$ cat config.mk
export PLATFORM = sky130hd
export DESIGN_NAME = rgb_to_hsv_converter_unit
export DESIGN_NICKNAME = d
export VERILOG_FILES = /design/src/design/rhc_pkg.sv /design/src/design/rhc_prep.sv /design/src/design/rhc_div_cell.sv /design/src/design/rhc_finish.sv /design/src/design/rgb_to_hsv_converter_unit.sv
export SDC_FILE = /design/constraint.sdc
export NUM_CORES = 1
export LEC_CHECK = 0
export ABC_AREA = 0
export ABC_CLOCK_PERIOD_IN_PS = 5600
export BUFFER_PORTS_ARGS = -buffer_cell sky130_fd_sc_hd__buf_2
export CAP_MARGIN = 25
export CORE_MARGIN = 1.5
export CORE_UTILIZATION = 45
export DETAILED_ROUTE_END_ITERATION = 12
export PLACE_DENSITY_LB_ADDON = 0.05
export SLEW_MARGIN = 5
export SYNTH_ARGS = -nofsm -noshare
export SYNTH_HDL_FRONTEND = slang
export SYNTH_SLANG_ARGS = --single-unit
$ cat constraint.sdc
create_clock -name clk -period 5.6 [get_ports clk]
set_input_delay 1.68 -clock clk [delete_from_list [all_inputs] [get_ports clk]]
set_output_delay 1.68 -clock clk [all_outputs]
set_load 0.05 [all_outputs]
$ cat src/design/rhc_pkg.sv
// ----------------------------------------------------------------------------
// rhc_pkg: shared types for the RGB to HSV converter
// Pixel and result item layouts, hue sector codes and the side data that
// travels down the divider chain with each item.
// ----------------------------------------------------------------------------
package rhc_pkg;

	localparam int CHAN_W = 8;
	localparam int HUE_W  = 15;

	typedef struct packed {
		logic [CHAN_W-1:0] red_in;
		logic [CHAN_W-1:0] green_in;
		logic [CHAN_W-1:0] blue_in;
	} rhc_in_t;

	typedef struct packed {
		logic [HUE_W-1:0]  hue_out;
		logic [CHAN_W-1:0] sat_out;
		logic [CHAN_W-1:0] val_out;
	} rhc_out_t;

	typedef enum logic [1:0] {
		SECT_RED   = 2'd0,
		SECT_GREEN = 2'd1,
		SECT_BLUE  = 2'd2
	} sector_t;

	typedef struct packed {
		sector_t           sector;
		logic              neg;
		logic              gray;
		logic [CHAN_W-1:0] val;
		logic [CHAN_W-1:0] delta;
	} rhc_side_t;

endpackage

$ cat src/design/rhc_prep.sv
// ----------------------------------------------------------------------------
// rhc_prep: front end of the converter
// Finds the largest and smallest channel, picks the hue sector and forms the
// two dividends (hue and saturation) over two registered stages.
// ----------------------------------------------------------------------------
module rhc_prep #(
	parameter int HUE_FRAC_BITS = 6,
	parameter int NW            = 22
) (
	input  logic              clk,
	input  logic              arst_n,
	input  logic              up_valid,
	output logic              up_ready,
	input  rhc_pkg::rhc_in_t  up_pix,
	output logic              dn_valid,
	input  logic              dn_ready,
	output logic [NW-1:0]     dn_rem_h,
	output logic [NW-1:0]     dn_rem_s,
	output rhc_pkg::rhc_side_t dn_side
);
	import rhc_pkg::*;

	localparam logic [NW-1:0] SIXTY_K = NW'(60 << HUE_FRAC_BITS);

	logic            valid_s1;
	logic            valid_s2;
	logic            ready_s1;
	rhc_side_t       side_s1;
	logic [CHAN_W:0] diff_s1;
	rhc_side_t       side_s2;
	logic [NW-1:0]   rem_h_s2;
	logic [NW-1:0]   rem_s_s2;

	rhc_side_t       side_c;
	logic [CHAN_W:0] diff_c;
	logic [CHAN_W-1:0] hi_c;
	logic [CHAN_W-1:0] lo_c;
	logic [CHAN_W:0]   mag_full_c;
	logic [CHAN_W-1:0] mag_c;
	logic [NW-1:0]     delta_ext_c;

	assign ready_s1 = !valid_s2 || dn_ready;
	assign up_ready = !valid_s1 || ready_s1;

	always_comb begin
		hi_c = up_pix.red_in;
		lo_c = up_pix.red_in;
		if (up_pix.green_in > hi_c) hi_c = up_pix.green_in;
		if (up_pix.blue_in > hi_c) hi_c = up_pix.blue_in;
		if (up_pix.green_in < lo_c) lo_c = up_pix.green_in;
		if (up_pix.blue_in < lo_c) lo_c = up_pix.blue_in;
		side_c        = '0;
		side_c.val    = hi_c;
		side_c.delta  = hi_c - lo_c;
		side_c.gray   = (hi_c == lo_c);
		priority if (hi_c == up_pix.red_in) begin
			side_c.sector = SECT_RED;
			diff_c = {1'b0, up_pix.green_in} - {1'b0, up_pix.blue_in};
		end else if (hi_c == up_pix.green_in) begin
			side_c.sector = SECT_GREEN;
			diff_c = {1'b0, up_pix.blue_in} - {1'b0, up_pix.red_in};
		end else begin
			side_c.sector = SECT_BLUE;
			diff_c = {1'b0, up_pix.red_in} - {1'b0, up_pix.green_in};
		end
		side_c.neg    = diff_c[CHAN_W];
	end

	always_comb begin
		mag_full_c  = diff_s1[CHAN_W] ? (~diff_s1 + 1'b1) : diff_s1;
		mag_c       = mag_full_c[CHAN_W-1:0];
		delta_ext_c = {{(NW-CHAN_W){1'b0}}, side_s1.delta};
	end

	always_ff @(posedge clk or negedge arst_n) begin
		if (!arst_n) begin
			valid_s1 <= 1'b0;
			valid_s2 <= 1'b0;
		end else begin
			if (up_ready) valid_s1 <= up_valid;
			if (ready_s1) valid_s2 <= valid_s1;
		end
	end

	always_ff @(posedge clk) begin
		if (up_ready && up_valid) begin
			side_s1 <= side_c;
			diff_s1 <= diff_c;
		end
		if (ready_s1 && valid_s1) begin
			side_s2     <= side_s1;
			rem_h_s2    <= SIXTY_K * {{(NW-CHAN_W){1'b0}}, mag_c};
			rem_s_s2    <= (delta_ext_c << CHAN_W) - delta_ext_c;
		end
	end

	assign dn_valid = valid_s2;
	assign dn_rem_h = rem_h_s2;
	assign dn_rem_s = rem_s_s2;
	assign dn_side  = side_s2;

endmodule

$ cat src/design/rhc_div_cell.sv
// ----------------------------------------------------------------------------
// rhc_div_cell: one restoring division step for both lanes
// Settles one quotient bit of the hue and of the saturation quotient and
// hands remainders, quotients and side data to the next cell.
// ----------------------------------------------------------------------------
module rhc_div_cell #(
	parameter int NW    = 22,
	parameter int NSTEP = 14,
	parameter int IDX   = 0
) (
	input  logic               clk,
	input  logic               arst_n,
	input  logic               up_valid,
	output logic               up_ready,
	input  logic [NW-1:0]      up_rem_h,
	input  logic [NW-1:0]      up_rem_s,
	input  logic [NSTEP-1:0]   up_q_h,
	input  logic [NSTEP-1:0]   up_q_s,
	input  rhc_pkg::rhc_side_t up_side,
	output logic               dn_valid,
	input  logic               dn_ready,
	output logic [NW-1:0]      dn_rem_h,
	output logic [NW-1:0]      dn_rem_s,
	output logic [NSTEP-1:0]   dn_q_h,
	output logic [NSTEP-1:0]   dn_q_s,
	output rhc_pkg::rhc_side_t dn_side
);
	import rhc_pkg::*;

	localparam int SH = NSTEP - 1 - IDX;

	logic             valid_q;
	logic [NW-1:0]    rem_h_q;
	logic [NW-1:0]    rem_s_q;
	logic [NSTEP-1:0] q_h_q;
	logic [NSTEP-1:0] q_s_q;
	rhc_side_t        side_q;

	logic [NW-1:0] dsh_h;
	logic [NW-1:0] dsh_s;
	logic          ge_h;
	logic          ge_s;

	assign dsh_h = {{(NW-CHAN_W){1'b0}}, up_side.delta} << SH;
	assign dsh_s = {{(NW-CHAN_W){1'b0}}, up_side.val} << SH;
	assign ge_h  = (up_rem_h >= dsh_h);
	assign ge_s  = (up_rem_s >= dsh_s);

	assign up_ready = !valid_q || dn_ready;

	always_ff @(posedge clk or negedge arst_n) begin
		if (!arst_n) begin
			valid_q <= 1'b0;
		end else if (up_ready) begin
			valid_q <= up_valid;
		end
	end

	always_ff @(posedge clk) begin
		if (up_ready && up_valid) begin
			rem_h_q <= ge_h ? (up_rem_h - dsh_h) : up_rem_h;
			rem_s_q <= ge_s ? (up_rem_s - dsh_s) : up_rem_s;
			q_h_q   <= {up_q_h[NSTEP-2:0], ge_h};
			q_s_q   <= {up_q_s[NSTEP-2:0], ge_s};
			side_q  <= up_side;
		end
	end

	assign dn_valid = valid_q;
	assign dn_rem_h = rem_h_q;
	assign dn_rem_s = rem_s_q;
	assign dn_q_h   = q_h_q;
	assign dn_q_s   = q_s_q;
	assign dn_side  = side_q;

endmodule

$ cat src/design/rhc_finish.sv
// ----------------------------------------------------------------------------
// rhc_finish: hue assembly and output register
// Applies sign and sector offset to the hue quotient, wraps negative hue,
// clears gray pixels and holds the result item for the consumer.
// ----------------------------------------------------------------------------
module rhc_finish #(
	parameter int HUE_FRAC_BITS = 6,
	parameter int NSTEP         = 14
) (
	input  logic               clk,
	input  logic               arst_n,
	input  logic               up_valid,
	output logic               up_ready,
	input  logic [NSTEP-1:0]   up_q_h,
	input  logic [NSTEP-1:0]   up_q_s,
	input  rhc_pkg::rhc_side_t up_side,
	output logic               dn_valid,
	input  logic               dn_ready,
	output rhc_pkg::rhc_out_t  dn_hsv
);
	import rhc_pkg::*;

	localparam int HCW = $clog2((360 << HUE_FRAC_BITS) + 1);
	localparam logic [HCW-1:0] DEG120 = HCW'(120 << HUE_FRAC_BITS);
	localparam logic [HCW-1:0] DEG240 = HCW'(240 << HUE_FRAC_BITS);
	localparam logic [HCW-1:0] DEG360 = HCW'(360 << HUE_FRAC_BITS);

	logic           valid_q;
	rhc_out_t       hsv_q;
	logic [HCW-1:0] qe;
	logic [HCW-1:0] hue_c;
	rhc_out_t       hsv_c;

	assign qe = HCW'(up_q_h);

	always_comb begin
		unique case (up_side.sector)
			SECT_RED:   hue_c = (up_side.neg && qe != '0) ? (DEG360 - qe) : qe;
			SECT_GREEN: hue_c = up_side.neg ? (DEG120 - qe) : (DEG120 + qe);
			SECT_BLUE:  hue_c = up_side.neg ? (DEG240 - qe) : (DEG240 + qe);
			default:    hue_c = '0;
		endcase
		hsv_c.hue_out = up_side.gray ? '0 : HUE_W'(hue_c);
		hsv_c.sat_out = up_side.gray ? '0 : up_q_s[CHAN_W-1:0];
		hsv_c.val_out = up_side.val;
	end

	assign up_ready = !valid_q || dn_ready;

	always_ff @(posedge clk or negedge arst_n) begin
		if (!arst_n) begin
			valid_q <= 1'b0;
		end else if (up_ready) begin
			valid_q <= up_valid;
		end
	end

	always_ff @(posedge clk) begin
		if (up_ready && up_valid) hsv_q <= hsv_c;
	end

	assign dn_valid = valid_q;
	assign dn_hsv   = hsv_q;

endmodule

$ cat src/design/rgb_to_hsv_converter_unit.sv
// ----------------------------------------------------------------------------
// rgb_to_hsv_converter_unit: pipelined RGB to HSV pixel converter
// Two front stages, a chain of division cells (one quotient bit per cell for
// hue and saturation at once) and an output register.
//
//   channel | valid    | ready    | payload
//   pixel   | pix_valid| pix_ready| pix (red_in, green_in, blue_in)
//   result  | hsv_valid| hsv_ready| hsv (hue_out, sat_out, val_out)
//
// One item per cycle sustained while the result side keeps taking items; the
// division chain has one cell per quotient bit.
// Reset clears only the stage valid flags.
// A stalled result holds in the output register; each stage still takes an
// item while it is empty, so bubbles close up under a stall.
// ----------------------------------------------------------------------------
module rgb_to_hsv_converter_unit #(
	parameter int HUE_FRAC_BITS = 6
) (
	input  logic              clk,
	input  logic              arst_n,
	input  logic              pix_valid,
	output logic              pix_ready,
	input  rhc_pkg::rhc_in_t  pix,
	output logic              hsv_valid,
	input  logic              hsv_ready,
	output rhc_pkg::rhc_out_t hsv
);
	import rhc_pkg::*;

	localparam int QW    = $clog2((60 << HUE_FRAC_BITS) + 1);
	localparam int NSTEP = (QW > CHAN_W) ? QW : CHAN_W;
	localparam int NW    = NSTEP + CHAN_W;

	logic             valid_w [NSTEP+1];
	logic             ready_w [NSTEP+1];
	logic [NW-1:0]    rem_h_w [NSTEP+1];
	logic [NW-1:0]    rem_s_w [NSTEP+1];
	logic [NSTEP-1:0] q_h_w   [NSTEP+1];
	logic [NSTEP-1:0] q_s_w   [NSTEP+1];
	rhc_side_t        side_w  [NSTEP+1];

	assign q_h_w[0] = '0;
	assign q_s_w[0] = '0;

	rhc_prep #(
		.HUE_FRAC_BITS(HUE_FRAC_BITS),
		.NW           (NW)
	) u_prep (
		.clk      (clk),
		.arst_n   (arst_n),
		.up_valid (pix_valid),
		.up_ready (pix_ready),
		.up_pix   (pix),
		.dn_valid (valid_w[0]),
		.dn_ready (ready_w[0]),
		.dn_rem_h (rem_h_w[0]),
		.dn_rem_s (rem_s_w[0]),
		.dn_side  (side_w[0])
	);

	for (genvar i = 0; i < NSTEP; i++) begin : g_cell
		rhc_div_cell #(
			.NW   (NW),
			.NSTEP(NSTEP),
			.IDX  (i)
		) u_cell (
			.clk      (clk),
			.arst_n   (arst_n),
			.up_valid (valid_w[i]),
			.up_ready (ready_w[i]),
			.up_rem_h (rem_h_w[i]),
			.up_rem_s (rem_s_w[i]),
			.up_q_h   (q_h_w[i]),
			.up_q_s   (q_s_w[i]),
			.up_side  (side_w[i]),
			.dn_valid (valid_w[i+1]),
			.dn_ready (ready_w[i+1]),
			.dn_rem_h (rem_h_w[i+1]),
			.dn_rem_s (rem_s_w[i+1]),
			.dn_q_h   (q_h_w[i+1]),
			.dn_q_s   (q_s_w[i+1]),
			.dn_side  (side_w[i+1])
		);
	end

	rhc_finish #(
		.HUE_FRAC_BITS(HUE_FRAC_BITS),
		.NSTEP        (NSTEP)
	) u_finish (
		.clk      (clk),
		.arst_n   (arst_n),
		.up_valid (valid_w[NSTEP]),
		.up_ready (ready_w[NSTEP]),
		.up_q_h   (q_h_w[NSTEP]),
		.up_q_s   (q_s_w[NSTEP]),
		.up_side  (side_w[NSTEP]),
		.dn_valid (hsv_valid),
		.dn_ready (hsv_ready),
		.dn_hsv   (hsv)
	);

endmodule

## After elaboration in Yosys (flattened, before gate mapping)

Cells that the tools add are included.

- $add $sub $neg: 33
- Multipliers: 1
- Divide/modulo/power cells: 0
- $lt $le $gt $ge: 28
- Equality and inequality tests: 5
- Shift operators: 0
- Mux-type cells: 34
- Bitwise operators: 1
- Reduce and logical (&&, ||, !) cells: 48

Operators by type and width:

| operator | number |
|---|---|
| 20-bit 2-to-1 mux | 22 |
| 15-bit 2-to-1 mux | 3 |
| 15-bit one-hot mux with 3 select lines | 1 |
| 20-bit by 10-bit greater-or-equal comparator with 1-bit output | 2 |
| 20-bit by 11-bit greater-or-equal comparator with 1-bit output | 2 |
| 20-bit by 12-bit greater-or-equal comparator with 1-bit output | 2 |
| 20-bit by 13-bit greater-or-equal comparator with 1-bit output | 2 |
| 20-bit by 14-bit greater-or-equal comparator with 1-bit output | 2 |
| 20-bit by 15-bit greater-or-equal comparator with 1-bit output | 2 |
| 20-bit by 16-bit greater-or-equal comparator with 1-bit output | 2 |
| 20-bit by 17-bit greater-or-equal comparator with 1-bit output | 2 |
| 20-bit by 18-bit greater-or-equal comparator with 1-bit output | 2 |
| 20-bit by 19-bit greater-or-equal comparator with 1-bit output | 2 |
| 20-bit by 8-bit greater-or-equal comparator with 1-bit output | 2 |
| 20-bit by 9-bit greater-or-equal comparator with 1-bit output | 2 |
| 8-bit 2-to-1 mux | 5 |
| 20-bit by 10-bit subtractor with 20-bit output | 2 |
| 20-bit by 11-bit subtractor with 20-bit output | 2 |
| 20-bit by 12-bit subtractor with 20-bit output | 2 |
| 20-bit by 13-bit subtractor with 20-bit output | 2 |
| 20-bit by 14-bit subtractor with 20-bit output | 2 |
| 20-bit by 15-bit subtractor with 20-bit output | 2 |
| 20-bit by 16-bit subtractor with 20-bit output | 2 |
| 20-bit by 17-bit subtractor with 20-bit output | 2 |
| 26 further kinds | 79 |

- Bits in registers: 913
- Bits in latches: 0
- Memory bits (writable): 0
- Memory bits (read-only): 0
- Input bits: 28
- Output and inout bits: 33
- Word-level logic and storage cells: 283
- Memories kept: 0

## Longest topological paths before layout

Gate-level depths: netlist (run 1).

- Depth in word-level cells: 17
- Depth in mapped cells: 25
- Depth with buffers taken out: 22

## Modules after synthesis

A second synthesis (run 1) with hierarchy kept.

- Cell total of the unflattened synthesis: 4,125
- Area total of the unflattened synthesis: 55,435.7 µm²

Modules (own cells, without submodules):

| module | times used | cells each | area an instance (µm²) | sequential area each (µm²) |
|---|---|---|---|---|
| rhc_prep | 1 | 655 | 6,525.0 | 2,332.2 |
| rhc_div_cell (g_cell[9].u_cell) | 1 | 295 | 4,141.5 | 2,547.4 |
| rhc_div_cell (g_cell[8].u_cell) | 1 | 314 | 4,097.7 | 2,547.4 |
| rhc_div_cell (g_cell[11].u_cell) | 1 | 316 | 4,066.4 | 2,547.4 |
| rhc_div_cell (g_cell[10].u_cell) | 1 | 303 | 4,047.6 | 2,547.4 |
| rhc_div_cell (g_cell[5].u_cell) | 1 | 270 | 3,956.3 | 2,547.4 |
| rhc_div_cell (g_cell[6].u_cell) | 1 | 281 | 3,915.0 | 2,547.4 |
| rhc_div_cell (g_cell[4].u_cell) | 1 | 265 | 3,895.0 | 2,547.4 |
| rhc_div_cell (g_cell[7].u_cell) | 1 | 287 | 3,885.0 | 2,547.4 |
| rhc_div_cell (g_cell[2].u_cell) | 1 | 238 | 3,814.9 | 2,547.4 |
| rhc_div_cell (g_cell[1].u_cell) | 1 | 228 | 3,778.6 | 2,547.4 |
| rhc_div_cell (g_cell[0].u_cell) | 1 | 244 | 3,716.1 | 2,547.4 |
| rhc_div_cell (g_cell[3].u_cell) | 1 | 250 | 3,669.8 | 2,547.4 |
| rhc_finish | 1 | 178 | 1,923.1 | 955.9 |
| rgb_to_hsv_converter_unit | 1 | 1 | 3.8 | 0.0 |

## Worst setup path after synthesis (run 1)

No wires, ideal clock.

- Path kind: input to register
- From: in pix[12] (netlist bit)
- To: reg u_prep.side_s1, in the netlist u_prep.delta_ext_c[6], data pin
- Library setup time: 0.258 ns
- Arrival time: 6.276 ns
- Required time: 5.342 ns
- Slack: -0.934 ns
- Stages: 24
- Path buffers: 3
- Path through: clkbuf_1 > inv_1 > ha_1 > a21oi_1 > and2b_1 > nor3_4 > buf_2 > mux2i_1 > ha_1 > and4_1 > clkbuf_1 > nand3_1 > nor3_1 > mux2i_1 > and3_1 > a21oi_1 > nand2_1 > o21ai_0 > nand2_1 > ha_1 > a21oi_1 > o31ai_1 > a221o_1 > xnor2_1

RTL lines:

| element | RTL line | source |
|---|---|---|
| start, declared | rgb_to_hsv_converter_unit.sv:23 | `input rhc_pkg::rhc_in_t pix,` |
| end signal, assigned | rhc_prep.sv:87 | `side_s1 <= side_c;` |
| end, declared | rhc_prep.sv:28 | `rhc_side_t side_s1;` |

==> results of run 1 <==
[worst register-to-register path: cells and delay by family, from the launching register on]
kind	cells	cell delay [ns]
AO/OA/AOI/OAI	7	1.20
XOR/XNOR	2	0.57
adder cells (fa/ha/maj)	4	1.60
buffers and inverters	1	0.09
flip-flops	1	0.51
AND/OR/NAND/NOR	3	0.29
[power groups by stage]
stage	sequential, mW	clock [mW]	combinational [mW]
floorplan	10.6	0	6.35
global placement	10.8	0	8.36
detailed placement	10.8	0	8.56
CTS	10.7	6.57	8.62
global route	10.9	6.83	9.71
finish	10.7	6.39	8.57
[repair_timing]
item	4_1_cts	5_1_grt
resized for setup	10	45
endpoints found under the setup margin	6	15
pin swaps	3	15
cloned	1	0
buffers inserted	2	7
[flip-flops by register name (all words and copies together), names as in the netlist, 8 cells and up]
name	count
u_prep.side_s1	11
g_cell.u_cell.dn_side	232
g_cell.u_cell.dn_q_s	36
u_prep.dn_side	19
g_cell.u_cell.dn_rem_h	160
g_cell.u_cell.dn_rem_s	209
u_prep.delta_ext_c	8
g_cell.u_cell.dn_valid	12
u_prep.diff_s1	9
u_prep.dn_rem_h	12
u_prep.dn_rem_s	17
u_finish.dn_hsv	31
g_cell.u_cell.dn_q_h	78
[cell type report]
cell class,instances,area (um^2)
inverter,379,1430
clock buffer,113,2420
clock inverter,56,833
multi-input combinational,2255,16500
tap,1254,1570
sequential,837,25100
fill,8055,44100
timing repair buffer,239,1700
[cells in the mapped netlist (12+ instances only)]
master and instances:
a21oi_1 157, or4_1 23, edfxtp_1 822, nor2_1 239, fa_1 38, xnor2_1 135, and2_1 31, inv_1 375
nand2_1 230, mux2i_1 24, nand4b_1 12, nor3_1 80, nor4_1 52, o31ai_1 55, nand2b_1 66, a21o_1 56
or3_1 28, nor2b_1 74, ha_1 262, nand3_1 48, o21ai_0 212, clkbuf_1 46, a21boi_0 51, mux2_2 17
dfrtp_1 15, xor2_1 125, a31oi_1 14, o21a_1 25, nand4_1 33
[layer usage]
| layer | track usage [%] | vias to the layer above |
|---|---|---|
| met5 | 0 | - |
| met4 | 6.01 | 0 |
| met3 | 2.57 | 147 |
| met2 | 33.4 | 411 |
| met1 | 21.5 | 12800 |
| li1 | - | 13300 |
[worst max-delay path by stage]
stage,startpoint,cells past startpoint,slack (ns),to
after floorplan,pix[13],20,-0.59,u_prep.delta_ext_c[7]$_DFFE_PP_
after global placement,pix[11],20,-0.78,u_prep.delta_ext_c[6]$_DFFE_PP_
after detailed placement,pix[11],20,-0.85,u_prep.delta_ext_c[6]$_DFFE_PP_
after CTS,pix[10],20,0.009,u_prep.delta_ext_c[7]$_DFFE_PP_
after global routing,pix[9],19,-0.02,u_prep.delta_ext_c[7]$_DFFE_PP_
final,pix[9],19,0.06,u_prep.delta_ext_c[7]$_DFFE_PP_
[cells by family after synthesis]
kind of cell | after synthesis | share of synthesized area [%]
and+or+nand+nor | 981 | 11.7
buffers and inverters | 430 | 3.79
DFF | 837 | 58.7
xor gates and xnor gates | 260 | 5.33
muxes | 42 | 1.06
adders and majority gates | 301 | 9.48
AOI/OAI and AO/OA | 669 | 9.93
other | 1 | 0.00878
==> impl_metrics.ini, run 1 <==
[global_route]
antenna_found_initial = 0
grt_first_pass_wirelength_um = 141000
grt_max_degree = 68
track_usage_pct = 18.1
overflow = 0
grt_pass1_vias = 27200

[power]
ir_worst_vdd_uv = 692
power_mw = 25.7
p_comb_share_pct = 33.4
p_leak_nw = 19.3
p_sw_mw = 8.44
clock_power_share_pct = 24.9
seq_power_share_pct = 41.7
netSwitchingFraction_pct = 32.9
internal-power_mw = 17.2
powerDensity_nw_per_um2 = 518

[timing]
fin_hold_ws_ns = 0.410
tns_ns = 0
min_period_ns = 5.54
fin_skew_ns = 0.0346
max_freq_ghz = 0.180
setup_viol = 0
max_slew_margin_pct = 34.6
finalHoldViolCount = 0
tightestPinTransition_ns = 0.968
setup_ws_ns = 0.0597
fin_crit_sh_pct = 98.9
drv_slew = 0

[finish]
syn_to_final_growth_pct = 16.0
insertedDiodeCount = 0
final_common_cell = edfxtp_1
post-route-cell-area_um2 = 49500
drive_gt1_share_pct = 13.2
final_cell_mix = edfxtp_1 (822), inv_1 (372), ha_1 (254)
post-route-util_pct = 52.9
final_cells = 5133
nets = 4131

[clocking]
cts_tree = built
root_buffer = clkbuf_16
clock_path_buffers = 3
cts-buffers-inserted = 91
clkTransAtPathRegs_ns = 0.06
clk_latency_ns = 0.67
postCtsHoldBufs = 0
htree_levels = 3
cts_sinks = 837

[critical_path]
crit_required_ns = 6.10
r2r_end = u_prep.dn_rem_h[19]$_DFFE_PP_
cp_slowest_cell = or4_4
cp_top_family = simple AND/OR/NAND/NOR gates
arrival_ns = 6.04
rrSetupSlack_ns = 1.08
end_kind = flip-flop
cpPeakStageDelay_ns = 0.54
start_kind = input pin
criticalPathCategory = input pin to flip-flop
timing.rr.start = u_prep.diff_s1[0]$_DFFE_PP_
cp_cell_sequence = buf_2 -> inv_1 -> ha_1 -> and3b_4 -> o211a_4 -> nor3_4 -> buf_6 -> mux2i_4 -> ha_4 -> and4_4 -> nand4bb_1 -> nor4_1 -> a41o_2 -> a21oi_4 -> or3_4 -> and3_4 -> or4_4 -> or4_1 -> a211oi_2
cp.buffers_inverters = 3
worstPathMaxFanout = 6
worstRegToRegCells = 17

[floorplan]
boundaryPins = 61
coreArea_um2 = 93600
std_cell_rows = 112
die_w_um = 311
dieArea_um2 = 96800
start_util_pct = 45.6
die_height_um = 311

[drt]
first_pass_iters = 5
drc_errors = 0
routedWlPerCell_um = 17.1
highest_layer = met4
drt.antenna.violating_nets = 0
wirelength_um = 88000
wl_met1_um = 37600
met2_length_um = 45200
routed-wl-met3_um = 2670
drt-initial-drc-count = 1509
vias = 26700
viasPerCell = 5.20

[placement]
place_congestion = 0.888
placed_cells = 4954
dp_hpwl_um = 67100
place.port_buffers = 60
dpl_cell_area_um2 = 45900
place_worst_setup_slack_ns = -0.854

[job]
cap_violations = 0

[logic_synthesis]
synth_area_per_cell_um2 = 12.1
async_reset_ff_share_pct = 1.79
synth_enable_flop_cells = 822
seq_area_frac_synth_pct = 58.7
synth_fp_nets = 3849
synth_top_area_share_pct = 57.8
synthCells = 3521
ys_ff_latch = 837
synth.area.top_cells = edfxtp_1 (58%), ha_1 (7.7%), inv_1 (3.3%), xnor2_1 (2.8%), xor2_1 (2.6%)
yosysWarningCount = 0
synth_ff_type = edfxtp_1
yosysTopAreaCell = edfxtp_1
ys_types = 94
syn_area_um2 = 42700

[min_path]
hold_path_end = g_cell[7].u_cell.dn_q_h[4]$_DFFE_PP_
min_from = g_cell[6].u_cell.dn_q_h[3]$_DFFE_PP_
hp-class = flip-flop to flip-flop
whs_path_depth = 0

[run_status]
status = finished clean
Power figures use the tool's default switching activity.
==> run 2, diff against run 1 <==
--- a/config.mk
+++ b/config.mk
@@ -13,6 +13,7 @@
 export CORE_UTILIZATION = 45
 export DETAILED_ROUTE_END_ITERATION = 12
 export PLACE_DENSITY_LB_ADDON = 0.05
+export SETUP_SLACK_MARGIN = 0.3
 export SLEW_MARGIN = 5
 export SYNTH_ARGS = -nofsm -noshare
 export SYNTH_HDL_FRONTEND = slang
==> run 2 against run 1 <==
Utilization up 0.31 points. Power down 2.0%. Worst setup slack better by 0.095 ns. Via count up 0.56%. Fmax up 1.8%. Critical path type unchanged. Critical endpoint is now u_prep.side_s1[16]$_DFFE_PP_.
==> impl_metrics.ini, run 2 (synthesis gave the netlist of run 1 again) <==
[run_status]
status = finished clean

[timing]
finalHoldViolCount = 0
min_period_ns = 5.44
max_slew_margin_pct = 38.2
fin_crit_sh_pct = 97.2
setup_ws_ns = 0.155
max_freq_ghz = 0.184
grt_setup_unrepaired = true
fin_hold_ws_ns = 0.401
drv_slew = 0
fin_skew_ns = 0.0282
setup_viol = 0
tightestPinTransition_ns = 0.914

[clocking]
cts-buffers-inserted = 91
cts_tree = built
clk_latency_ns = 0.66
htree_levels = 3
cts_sinks = 837
root_buffer = clkbuf_16
postCtsHoldBufs = 0
clkTransAtPathRegs_ns = 0.06
clock_path_buffers = 3

[critical_path]
rrSetupSlack_ns = 1.18
cp_cell_sequence = buf_6 -> inv_2 -> ha_4 -> and3_4 -> nand2b_4 -> a31oi_4 -> buf_12 -> mux2i_4 -> ha_1 -> o21ai_1 -> nor2_1 -> or3_4 -> a211oi_4 -> buf_6 -> mux2i_4 -> a21oi_4 -> or4_4 -> buf_6 -> or4_4 -> nor3_2
end_kind = flip-flop
worstPathMaxFanout = 5
criticalPathCategory = input pin to flip-flop
worstRegToRegCells = 17
cpPeakStageDelay_ns = 0.53
start_kind = input pin
timing.rr.start = u_prep.diff_s1[0]$_DFFE_PP_
cpMostUsedCell = buf_6
cp_slowest_cell = or4_4
crit_required_ns = 6.09
r2r_end = u_prep.dn_rem_h[19]$_DFFE_PP_
arrival_ns = 5.93

[floorplan]
coreArea_um2 = 93600
die_w_um = 311
std_cell_rows = 112
start_util_pct = 45.6
dieArea_um2 = 96800
die_height_um = 311
boundaryPins = 61

[placement]
place_congestion = 0.901
place.port_buffers = 60
dp_hpwl_um = 66200
place_worst_setup_slack_ns = -0.881

[finish]
fill_cells = 8025
final_common_cell = edfxtp_1
largest_register_ffs = 232
final_cell_mix = edfxtp_1 (822), inv_1 (367), ha_1 (246)
post-route-util_pct = 53.2
drive_gt1_share_pct = 14.4
insertedDiodeCount = 0
seq_area_um2 = 25100
multiInputGateArea_um2 = 16800
syn_to_final_growth_pct = 16.6
nets = 4163

[global_route]
grt_max_degree = 68
track_usage_pct = 18.1
overflow = 0
antenna_found_initial = 0
grt_first_pass_wirelength_um = 141000
grt_pass1_vias = 27500

[power]
powerDensity_nw_per_um2 = 505
power_mw = 25.1
p_leak_nw = 19.3
ir_worst_vdd_uv = 685

[drt]
drc_errors = 0
routedWlPerCell_um = 16.9
drt.antenna.violating_nets = 0
viasPerCell = 5.21
wirelength_um = 87400
vias = 26800
highest_layer = met4
first_pass_iters = 5
met2_length_um = 45000
routed-wl-met3_um = 2830
wl_met1_um = 36400
drt-initial-drc-count = 1507

[job]
cap_violations = 0

[min_path]
whs_path_depth = 0
hp-class = flip-flop to flip-flop
hold_path_end = g_cell[5].u_cell.dn_side[19]$_DFFE_PP_
min_from = g_cell[4].u_cell.dn_side[19]$_DFFE_PP_
-- run 2: cell types whose count changed in the layout (fill, tap and decap cells not counted), sizes merged --
cell	delta
buf	+30
inv	+3
clkinv	-3
dlymetal6s2s	+1
bufinv	-10
clkbuf	+3
-- run 2: through the flow --
step / instance area, um^2 / TNS (ns) / cells
3_5_place_dp: 45900 / -11.92 / 4957
5_1_grt: 49800 / 0 / 5157
3_3_place_gp: 45900 / -10.46 / 4957
6_report: 49800 / 0 / 5157
4_1_cts: 49400 / 0 / 5144
2_1_floorplan: 42900 / -6.16 / 3521
-- run 2: worst max path at each step --
| stage | start | to | slack, ns |
|---|---|---|---|
| 6_report | pix[15] | u_prep.side_s1[16]$_DFFE_PP_ | 0.16 |
| 5_1_grt | pix[10] | u_prep.side_s1[16]$_DFFE_PP_ | 0.05 |
| 3_3_place_gp | pix[9] | u_prep.delta_ext_c[6]$_DFFE_PP_ | -0.80 |
| 4_1_cts | pix[13] | u_prep.side_s1[16]$_DFFE_PP_ | 0.20 |
| 2_1_floorplan | pix[13] | u_prep.delta_ext_c[7]$_DFFE_PP_ | -0.59 |
| 3_5_place_dp | pix[9] | u_prep.delta_ext_c[6]$_DFFE_PP_ | -0.88 |
-- run 2: what timing repair did --
action | 4_1_cts | 5_1_grt
pin swaps | 41 | 19
buffers inserted | 25 | 11
endpoints found under the setup margin | 19 | 18
resized for setup | 90 | 47
gates cloned | 1 | 1
-- run 2: area by class of cell --
cell class	instances	area share [%]
Clock buffer	115	4.79
Clock inverter	46	0.957
Inverter	379	2.87
Multi-Input combinational cell	2255	33.8
Sequential cell	837	50.3
Tap cell	1254	3.15
Timing Repair Buffer	271	4.17
-- run 2: routing by layer --
layer / vias to the layer above / GRT usage (%)
met5: - / 0
met3: 192 / 2.61
li1: 13400 / -
met4: 0 / 6.93
met2: 441 / 33.2
met1: 12800 / 21.2
-- run 2: worst max-delay path, delay by kind of cell --
family	cells	cell delay (ns)
compound gates	4	0.79
fa+ha+maj	2	0.53
buf+inv	5	0.58
mux	2	0.50
simple gates	7	1.81
-- run 2: power breakdown --
group / switching [mW] / leakage (nW) / internal, mW
Sequential: 1.14 / 8.01 / 9.54
Combinational: 4.84 / 9.93 / 3.85
Clock: 2.38 / 1.39 / 3.39
